### config.mk
export PLATFORM = sky130hd
export DESIGN_NAME = cubic_fractional_resampler_top
export DESIGN_NICKNAME = d
export VERILOG_FILES = /design/src/hdl/cfr_pkg.sv /design/src/hdl/cfr_horner.sv /design/src/hdl/cubic_fractional_resampler_top.sv
export VERILOG_INCLUDE_DIRS = /design/src /design/src/hdl
export SDC_FILE = /design/constraint.sdc
export NUM_CORES = 2
export LEC_CHECK = 0
export ABC_AREA = 1
export CAP_MARGIN = 40
export CORE_ASPECT_RATIO = 1.2
export CORE_MARGIN = 2
export CORE_UTILIZATION = 50
export DETAILED_ROUTE_END_ITERATION = 8
export DONT_BUFFER_PORTS = 1
export PLACE_DENSITY = 0.75
export SLEW_MARGIN = 20
export SYNTH_ARGS = -nofsm -noshare
export SYNTH_HDL_FRONTEND = slang
export SYNTH_SLANG_ARGS = --single-unit
export TNS_END_PERCENT = 10
### constraint.sdc
create_clock -name i_clk -period 11.28 [get_ports i_clk]
set_input_delay 1.692 -clock i_clk [delete_from_list [all_inputs] [get_ports i_clk]]
set_output_delay 1.692 -clock i_clk [all_outputs]
set_load 0.01 [all_outputs]
### src/hdl/cubic_fractional_resampler_top_macros.svh
// Assertion macros for the resampler top level.
`ifndef CUBIC_FRACTIONAL_RESAMPLER_TOP_MACROS_SVH
`define CUBIC_FRACTIONAL_RESAMPLER_TOP_MACROS_SVH

// Same-cycle implication, checked on every rising clock edge outside reset.
`define CFR_ASSERT_IMPL(label, ante, cons, msg) \
    label: assert property (@(posedge i_clk) disable iff (!i_rst_n) (ante) |-> (cons)) \
        else $error(msg);

// Next-cycle implication, checked on every rising clock edge outside reset.
`define CFR_ASSERT_NEXT(label, ante, cons, msg) \
    label: assert property (@(posedge i_clk) disable iff (!i_rst_n) (ante) |=> (cons)) \
        else $error(msg);

`endif

### src/hdl/cfr_pkg.sv
// Package: widths, constants, types and state codes of the cubic resampler.
package cfr_pkg;

    // Sample and phase formats
    localparam int SAMPLE_BITS      = 16;
    localparam int PHASE_FRAC_BITS  = 16;
    localparam int PHASE_BITS       = PHASE_FRAC_BITS + 5;
    localparam int MAX_OUTPUTS      = 64;
    localparam int CNT_BITS         = (MAX_OUTPUTS > 1) ? $clog2(MAX_OUTPUTS) : 1;

    // Configuration register widths
    localparam int RATE_BITS        = 21;
    localparam int INIT_BITS        = 16;
    localparam int CFG_DATA_BITS    = 21;
    localparam int CFG_IDX_BITS     = 1;

    // Horner accumulator: coefficients and partial results stay within 13 * 2^(S-1)
    localparam int T_BITS           = SAMPLE_BITS + 5;
    localparam int PROD_BITS        = T_BITS + PHASE_FRAC_BITS + 1;
    localparam int SUM_BITS         = ((PHASE_BITS > RATE_BITS) ? PHASE_BITS : RATE_BITS) + 1;

    localparam logic [PHASE_BITS-1:0] PHASE_ONE = PHASE_BITS'(1) << PHASE_FRAC_BITS;
    localparam logic [PHASE_BITS-1:0] PHASE_MAX = '1;
    localparam logic [RATE_BITS-1:0]  RATE_RESET = RATE_BITS'(65536);
    localparam logic [INIT_BITS-1:0]  INIT_RESET = '0;

    // Rounding offset: one half in the product's fraction
    localparam logic signed [PROD_BITS-1:0] RND_HALF =
        {{(PROD_BITS-PHASE_FRAC_BITS){1'b0}}, 1'b1, {(PHASE_FRAC_BITS-1){1'b0}}};

    // Window fill
    localparam logic [2:0] FILL_FULL = 3'd4;

    // Horner step of the last coefficient
    localparam logic [1:0] HORNER_LAST = 2'd2;

    // Configuration register indexes
    localparam logic [CFG_IDX_BITS-1:0] REG_RATE_STEP     = 1'b0;
    localparam logic [CFG_IDX_BITS-1:0] REG_INITIAL_PHASE = 1'b1;

    // Sequencer states
    typedef enum logic [5:0] {
        S_IDLE  = 6'b000001,
        S_CHECK = 6'b000010,
        S_LOAD  = 6'b000100,
        S_MUL   = 6'b001000,
        S_ACC   = 6'b010000,
        S_OUT   = 6'b100000
    } t_state;

    // Commands from the sequencer to the shared Horner unit
    typedef struct packed {
        logic load;
        logic mul;
        logic acc;
    } t_hrn_ctrl;

endpackage

### src/hdl/cfr_horner.sv
// Shared multiply, round and add unit that evaluates the cubic in Horner form.
module cfr_horner
    import cfr_pkg::*;
(
    input  logic                        i_clk,
    input  t_hrn_ctrl                   i_ctrl,
    input  logic signed [T_BITS-1:0]    i_coef,
    input  logic [PHASE_FRAC_BITS-1:0]  i_mu,
    output logic signed [T_BITS-1:0]    o_t
);

    logic signed [T_BITS-1:0]    r_t;
    logic signed [PROD_BITS-1:0] r_prod;
    logic signed [PROD_BITS-1:0] w_prod_rnd;
    logic signed [PROD_BITS-1:0] w_prod_shift;
    logic signed [T_BITS-1:0]    w_acc;

    // Round half up, then floor by the phase fraction
    assign w_prod_rnd   = r_prod + RND_HALF;
    assign w_prod_shift = w_prod_rnd >>> PHASE_FRAC_BITS;
    assign w_acc        = w_prod_shift[T_BITS-1:0] + i_coef;

    // Product register, then accumulator register
    always_ff @(posedge i_clk) begin
        if (i_ctrl.mul) begin
            r_prod <= r_t * $signed({1'b0, i_mu});
        end
        if (i_ctrl.load) begin
            r_t <= i_coef;
        end else if (i_ctrl.acc) begin
            r_t <= w_acc;
        end
    end

    assign o_t = r_t;

endmodule

### src/hdl/cubic_fractional_resampler_top.sv
// Top level: sample window, phase accumulator, sequencer and output register.
//
//  channel   direction  payload (low bit first)               transaction
//  s_axis    in         tdata: sample_real[15:0], imag[31:16]  tvalid & tready
//  m_axis    out        tdata: out_real[15:0], out_imag[31:16] tvalid & tready
//                       tlast: last_of_run
//  cfg       in         i_cfg_index, i_cfg_wdata[20:0]         i_cfg_we
//
// An input is taken while idle; once the window is full, a check state follows.
// Each output runs, per component, a load plus three multiply/add pairs through
// one shared multiplier, then a hand-off to the output register.
// An input gives up to 64 outputs.
// Reset is synchronous, active low, and has no clearing pass.
// The output register lets the next input in while the last result waits;
// a stalled output holds the sequencer in its hand-off cycle.
module cubic_fractional_resampler_top
    import cfr_pkg::*;
(
    input  logic                      i_clk,
    input  logic                      i_rst_n,
    // Input stream, tdata: sample_real, sample_imag
    input  logic                      s_axis_tvalid,
    output logic                      s_axis_tready,
    input  logic [2*SAMPLE_BITS-1:0]  s_axis_tdata,
    // Output stream, tdata: out_real, out_imag
    output logic                      m_axis_tvalid,
    input  logic                      m_axis_tready,
    output logic [2*SAMPLE_BITS-1:0]  m_axis_tdata,
    output logic                      m_axis_tlast,
    // Configuration write port
    input  logic                      i_cfg_we,
    input  logic [CFG_IDX_BITS-1:0]   i_cfg_index,
    input  logic [CFG_DATA_BITS-1:0]  i_cfg_wdata
);

    `include "cubic_fractional_resampler_top_macros.svh"

    // Control state
    t_state                    r_state, n_state;
    logic [2:0]                r_fill, n_fill;
    logic [PHASE_BITS-1:0]     r_phase, n_phase;
    logic [CNT_BITS-1:0]       r_count, n_count;
    logic [1:0]                r_step, n_step;
    logic                      r_comp, n_comp;
    logic                      r_out_valid, n_out_valid;
    logic [RATE_BITS-1:0]      r_rate;
    logic [INIT_BITS-1:0]      r_init;

    // Payload
    logic signed [SAMPLE_BITS-1:0] r_win_re [4];
    logic signed [SAMPLE_BITS-1:0] r_win_im [4];
    logic signed [SAMPLE_BITS-1:0] r_res_re, n_res_re;
    logic signed [SAMPLE_BITS-1:0] r_out_re, n_out_re;
    logic signed [SAMPLE_BITS-1:0] r_out_im, n_out_im;
    logic                          r_out_last, n_out_last;

    logic                          w_in_acc;
    logic                          w_out_free;
    logic                          w_last;
    logic [SUM_BITS-1:0]           w_sum;
    logic [PHASE_BITS-1:0]         w_phase_adv;
    logic signed [T_BITS-1:0]      w_y0, w_y1, w_y2, w_y3;
    logic signed [T_BITS-1:0]      w_a0, w_a1, w_a2;
    logic signed [T_BITS-1:0]      w_coef;
    logic signed [T_BITS-1:0]      w_t;
    logic signed [SAMPLE_BITS-1:0] w_sat;
    t_hrn_ctrl                     w_ctrl;

    assign s_axis_tready = (r_state == S_IDLE);
    assign w_in_acc      = s_axis_tvalid && s_axis_tready;
    assign w_out_free    = !r_out_valid || m_axis_tready;

    // Component select and cubic coefficients
    always_comb begin
        if (r_comp) begin
            w_y0 = T_BITS'(r_win_im[0]);
            w_y1 = T_BITS'(r_win_im[1]);
            w_y2 = T_BITS'(r_win_im[2]);
            w_y3 = T_BITS'(r_win_im[3]);
        end else begin
            w_y0 = T_BITS'(r_win_re[0]);
            w_y1 = T_BITS'(r_win_re[1]);
            w_y2 = T_BITS'(r_win_re[2]);
            w_y3 = T_BITS'(r_win_re[3]);
        end
    end

    assign w_a0 = w_y3 - w_y2 - w_y0 + w_y1;
    assign w_a1 = w_y0 - w_y1 - w_a0;
    assign w_a2 = w_y2 - w_y0;

    // Coefficient for the current Horner step
    always_comb begin
        if (r_state == S_LOAD) begin
            w_coef = w_a0;
        end else if (r_step == 2'd0) begin
            w_coef = w_a1;
        end else if (r_step == 2'd1) begin
            w_coef = w_a2;
        end else begin
            w_coef = w_y1;
        end
    end

    assign w_ctrl.load = (r_state == S_LOAD);
    assign w_ctrl.mul  = (r_state == S_MUL);
    assign w_ctrl.acc  = (r_state == S_ACC);

    cfr_horner u_horner (
        .i_clk  (i_clk),
        .i_ctrl (w_ctrl),
        .i_coef (w_coef),
        .i_mu   (r_phase[PHASE_FRAC_BITS-1:0]),
        .o_t    (w_t)
    );

    // Saturate the Horner result to the sample width
    always_comb begin
        if (&w_t[T_BITS-1:SAMPLE_BITS-1] || ~|w_t[T_BITS-1:SAMPLE_BITS-1]) begin
            w_sat = w_t[SAMPLE_BITS-1:0];
        end else if (w_t[T_BITS-1]) begin
            w_sat = {1'b1, {(SAMPLE_BITS-1){1'b0}}};
        end else begin
            w_sat = {1'b0, {(SAMPLE_BITS-1){1'b1}}};
        end
    end

    // Phase advance with saturation, and end-of-run detection
    assign w_sum       = SUM_BITS'(r_phase) + SUM_BITS'(r_rate);
    assign w_phase_adv = (w_sum > SUM_BITS'(PHASE_MAX)) ? PHASE_MAX : w_sum[PHASE_BITS-1:0];
    assign w_last      = (r_count == CNT_BITS'(MAX_OUTPUTS - 1)) || (w_phase_adv >= PHASE_ONE);

    // Sequencer
    always_comb begin
        n_state     = r_state;
        n_fill      = r_fill;
        n_phase     = r_phase;
        n_count     = r_count;
        n_step      = r_step;
        n_comp      = r_comp;
        n_res_re    = r_res_re;
        n_out_re    = r_out_re;
        n_out_im    = r_out_im;
        n_out_last  = r_out_last;
        n_out_valid = r_out_valid && !m_axis_tready;
        case (r_state)
            S_IDLE: begin
                if (w_in_acc) begin
                    if (r_fill != FILL_FULL) begin
                        n_fill = r_fill + 3'd1;
                        if (r_fill == FILL_FULL - 3'd1) begin
                            n_phase = PHASE_BITS'(r_init);
                            n_state = S_CHECK;
                        end
                    end else begin
                        n_phase = (r_phase >= PHASE_ONE) ? r_phase - PHASE_ONE : '0;
                        n_state = S_CHECK;
                    end
                end
            end
            S_CHECK: begin
                n_count = '0;
                n_comp  = 1'b0;
                n_state = (r_phase < PHASE_ONE) ? S_LOAD : S_IDLE;
            end
            S_LOAD: begin
                // Real part finished when the imaginary pass starts
                if (r_comp) begin
                    n_res_re = w_sat;
                end
                n_step  = 2'd0;
                n_state = S_MUL;
            end
            S_MUL: begin
                n_state = S_ACC;
            end
            S_ACC: begin
                if (r_step == HORNER_LAST) begin
                    if (r_comp) begin
                        n_state = S_OUT;
                    end else begin
                        n_comp  = 1'b1;
                        n_state = S_LOAD;
                    end
                end else begin
                    n_step  = r_step + 2'd1;
                    n_state = S_MUL;
                end
            end
            S_OUT: begin
                if (w_out_free) begin
                    n_out_valid = 1'b1;
                    n_out_re    = r_res_re;
                    n_out_im    = w_sat;
                    n_out_last  = w_last;
                    n_phase     = w_phase_adv;
                    n_count     = r_count + CNT_BITS'(1);
                    n_comp      = 1'b0;
                    n_state     = w_last ? S_IDLE : S_LOAD;
                end
            end
            default: begin
                n_state = S_IDLE;
            end
        endcase
    end

    // Control registers
    always_ff @(posedge i_clk) begin
        if (!i_rst_n) begin
            r_state     <= S_IDLE;
            r_fill      <= '0;
            r_phase     <= PHASE_BITS'(INIT_RESET);
            r_count     <= '0;
            r_step      <= '0;
            r_comp      <= 1'b0;
            r_out_valid <= 1'b0;
        end else begin
            r_state     <= n_state;
            r_fill      <= n_fill;
            r_phase     <= n_phase;
            r_count     <= n_count;
            r_step      <= n_step;
            r_comp      <= n_comp;
            r_out_valid <= n_out_valid;
        end
    end

    // Configuration registers
    always_ff @(posedge i_clk) begin
        if (!i_rst_n) begin
            r_rate <= RATE_RESET;
            r_init <= INIT_RESET;
        end else if (i_cfg_we) begin
            if (i_cfg_index == REG_RATE_STEP) begin
                r_rate <= i_cfg_wdata[RATE_BITS-1:0];
            end
            if (i_cfg_index == REG_INITIAL_PHASE) begin
                r_init <= i_cfg_wdata[INIT_BITS-1:0];
            end
        end
    end

    // Sample window (y0 oldest) and result payload
    always_ff @(posedge i_clk) begin
        if (w_in_acc) begin
            r_win_re[0] <= r_win_re[1];
            r_win_re[1] <= r_win_re[2];
            r_win_re[2] <= r_win_re[3];
            r_win_re[3] <= s_axis_tdata[SAMPLE_BITS-1:0];
            r_win_im[0] <= r_win_im[1];
            r_win_im[1] <= r_win_im[2];
            r_win_im[2] <= r_win_im[3];
            r_win_im[3] <= s_axis_tdata[2*SAMPLE_BITS-1:SAMPLE_BITS];
        end
        r_res_re   <= n_res_re;
        r_out_re   <= n_out_re;
        r_out_im   <= n_out_im;
        r_out_last <= n_out_last;
    end

    assign m_axis_tvalid = r_out_valid;
    assign m_axis_tdata  = {r_out_im, r_out_re};
    assign m_axis_tlast  = r_out_last;

    // Checks
    `CFR_ASSERT_IMPL(a_check_full, r_state == S_CHECK, r_fill == FILL_FULL, "check without full window")
    `CFR_ASSERT_IMPL(a_mu_below_one, r_state == S_MUL, r_phase < PHASE_ONE, "multiply with phase at or above one")
    `CFR_ASSERT_NEXT(a_stall_holds_count, r_state == S_OUT && r_out_valid && !m_axis_tready, $stable(r_count) && $stable(r_phase), "sequencer advanced on a stalled output")
    `CFR_ASSERT_NEXT(a_last_ends_run, r_state == S_OUT && w_out_free && w_last, r_state == S_IDLE && m_axis_tlast, "run did not end on last output")

endmodule
==> impl_results.md <==
- Status: completed
- Multiplexer share of the synthesized area: less than 1%
- R2R Setup Slk: 3.25 ns
- Req. time, crit path: between 10 and 15 ns
- Worst R2R End: u_horner.o_t[20]
- Share of cells above drive strength 1: 4.40%
- Synth Area in Compound Gates: 8.69%
- Tot GR Track Use: 23.4%
- GPL Wtd Cong: a little over 0.9
- Clock Tree Root: clkbuf_16
- Yosys warnings: 0
- Setup TNS: 0 ns
- CTS H-tree depth: 1
- Die width: 231 µm
- Max-cap violation count: 0
- WHS Endpoint: r_win_re[1][12]
- Filler cells: between 5000 and 6000
- M1 WL: 29.3 mm
- Setup-failing EPs final: 0
- Crit path DAT: 8.37 ns
- Post-Synth Simple-Gate Area: between 15 and 20%
- DP HPWL: roughly 59 mm
- # nets final: 4309
- Syn avg cell area: approximately 8.4 µm²
- Global-route wire length before repair: 121 mm
- Max incr delay on CP: roughly 0.54 ns
- Post-layout min period: 8.03 ns
- Adder-Cell Fraction of Synth Area: about a third
- Worst slew pin tran: approximately 0.94 ns
- Routed len/inst: ~16 µm
- Critical R2R Launch: r_comp
- Slowest-stage cell, CP: buf_4
- Met3 WL: between 3 and 4 mm
- Pre-antenna DRT Iters: 5
- Final WL: between 70 and 80 mm
- Sequential cell area fraction in the yosys report: about a quarter
- CTS buffer count: 30
- I/O Buffers: 0
- Final hold vios: 0
- Crit path launch: r_comp
- Crit start category: register
- Vias: ~24000
- Met2 wire len: 37.8 mm
- Kind of critical path: register to register
- Starting Density: around half
- Seq cells post-synth: between 200 and 300
- Most frequent CP cell: nand2_1
- Initial antenna violation count: 0
- CTS tree: built
- Hold path cells: 0
- Rows: slightly below 100
- HP Class: register to register
- Slew Viols, Final: 0
- Initial DRC Count: between 1000 and 1500
- DRC viols: 0
- Yosys cell types: 53
- Latest clock arrival within the worst-skew pair: 0.62 ns
- RSZ-0062 raised after global routing: no
- Clock Skew: around 0.050 ns
- Period utilisation layout: a little under three quarters
- Vias in the first global route: around 24000
- Largest family of logic cells by synthesized area: adder cells
- Die ar.: 0.0639 mm²
- Post-synthesis xor/xnor area fraction: under 10%
- Synth-to-layout area growth: 6.36%
- Chip height: approximately 280 µm
- Worst Reg-to-Reg Cells: between 40 and 50
- # diodes: 0
- Clk slew on worst S/H paths: 0.07 ns
- Post-DR vias/cell: around 5.3
- Top Layer Used: met4
- WHS: 0.414 ns
- Hold-fix buffers at CTS: 0
- Grt ovf: 0
- I/O pin cnt: 94
- CP max FO: 68
- Core area: between 0.06 and 0.07 mm²
- CP endpoint kind: register
- Fmax: 0.125 GHz
- Syn Nets: 4351
- Setup Fix Bufs, Post-CTS: 0
- Largest net degree at the start of global routing: ~70
- Syn Inst Count: 3697
- # clock sinks: between 200 and 300
- Clock buffer depth: 3
- Post-CTS resize count: 0
- Hold Startpoint: r_win_re[2][12]
- Routed Antenna Nets: 0
- Slew Limit Headroom: a little under two fifths
- Mapped cell area: between 0.03 and 0.04 mm²
-- cells in the final DEF, fill, tap and decap left out, drive strengths merged, types with 2 or more instances in the layout --
| cell | n |
|---|---|
| a2111oi | 2 |
| a211oi | 2 |
| a21boi | 7 |
| a21o | 10 |
| a21oi | 217 |
| a31oi | 16 |
| and2 | 2 |
| and3 | 2 |
| buf | 48 |
| clkbuf | 39 |
| clkinv | 13 |
| clkinvlp | 5 |
| dfxtp | 77 |
| edfxtp | 220 |
| fa | 384 |
| ha | 211 |
| inv | 814 |
| mux2i | 14 |
| nand2 | 779 |
| nand3 | 84 |
| nand3b | 4 |
| nand4 | 31 |
| nor2 | 252 |
| nor3 | 33 |
| nor3b | 3 |
| nor4 | 14 |
| o211ai | 10 |
| o21a | 5 |
| o21ai | 200 |
| o21bai | 16 |
| o31ai | 5 |
| or2 | 44 |
| xnor2 | 31 |
| xor2 | 78 |
-- cells in the mapped netlist, drive strengths merged --
library cell	count	share of area [%]
nand3b	4	0.097
fa	384	25
a31oi	16	0.32
o2bb2ai	1	0.028
dfxtp	77	5.0
o311ai	1	0.028
a211oi	2	0.048
ha	211	8.5
or4	1	0.036
a21boi	7	0.18
nand3	84	1.4
and2	2	0.040
nor2	252	3.1
nor3b	3	0.073
o21bai	16	0.39
a21o	10	0.24
mux2i	14	0.45
or2	44	0.89
clkinv	4	0.048
xnor2	31	0.88
o31ai	5	0.12
nor3	33	0.57
a22oi	1	0.024
o211ai	10	0.24
a21oi	217	3.5
clkbuf	103	1.2
nand2	779	9.4
and3	2	0.040
nor4	14	0.32
xor2	78	2.2
nand4	31	0.63
inv	812	9.8
o21a	5	0.12
o21ai	200	3.2
o32ai	1	0.089
o2111ai	1	0.028
edfxtp	220	21
buf	19	0.35
a2111oi	2	0.057
-- final cells by class --
class	count	area, µm²	area share (%)
clock buffer	39	846	2.57
clock inverter	17	159	0.483
inverter	816	3060	9.30
multi-input combinational	2462	19300	58.5
sequential	297	8150	24.7
tap	808	1010	3.07
timing repair buffer	48	433	1.31
-- through the flow --
step                      cell area, µm²  cells  utilization [%]  setup slack [ns]
after floorplan                    31000   3697                -              3.07
after global placement             31800   4422             52.0              3.40
after detailed placement           31900   4427             52.2              3.32
after CTS                          32900   4483             53.8              3.31
after global routing               32900   4487             53.9              2.39
final                              32900   4487             53.9              3.25
-- worst max-delay path by stage --
stage	to	slack, ns	depth (start not counted)
global placement	u_horner.o_t[20]	3.40	43
detailed placement	u_horner.o_t[20]	3.32	42
finish	u_horner.o_t[20]	3.25	42
global route	u_horner.o_t[20]	2.39	42
CTS	u_horner.o_t[20]	3.31	42
floorplan	r_fill[0]	3.07	5
-- worst max-delay path: cells and delay by family, from the launching register on --
kind | cells | cell delay, ns
compound gates | 8 | 1.63
xor+xnor | 2 | 0.35
fa+ha+maj | 6 | 2.47
buf+inv | 8 | 1.09
flops | 1 | 0.33
simple gates | 18 | 1.87
-- flip-flops by register name, summed over array words and instances, names as in the netlist --
register,count
r_state,6
m_axis_tvalid,1
r_out_re,16
r_out_im,16
m_axis_tlast,1
u_horner.o_t,21
r_win_im,64
r_res_re,16
r_phase,21
r_step,2
r_init,16
r_count,6
r_fill,3
r_rate,21
r_comp,1
u_horner.r_prod,22
r_win_re,64
-- logic make-up after synthesis --
| logic type | count (synthesis) |
|---|---|
| AOI/OAI and AO/OA | 495 |
| xor gates and xnor gates | 109 |
| adders and majority gates | 595 |
| buffers and inverters | 938 |
| DFF | 297 |
| muxes | 14 |
| and+or+nand+nor | 1249 |
-- layer usage --
metal	vias up	track usage, %
met5	-	0
met4	0	7.58
met3	180	2.43
met2	697	43.0
met1	11500	28.7
li1	11300	-
Power is not shown: default switching activity piles up to over one toggle a cycle in this logic, so the estimate is an artifact.
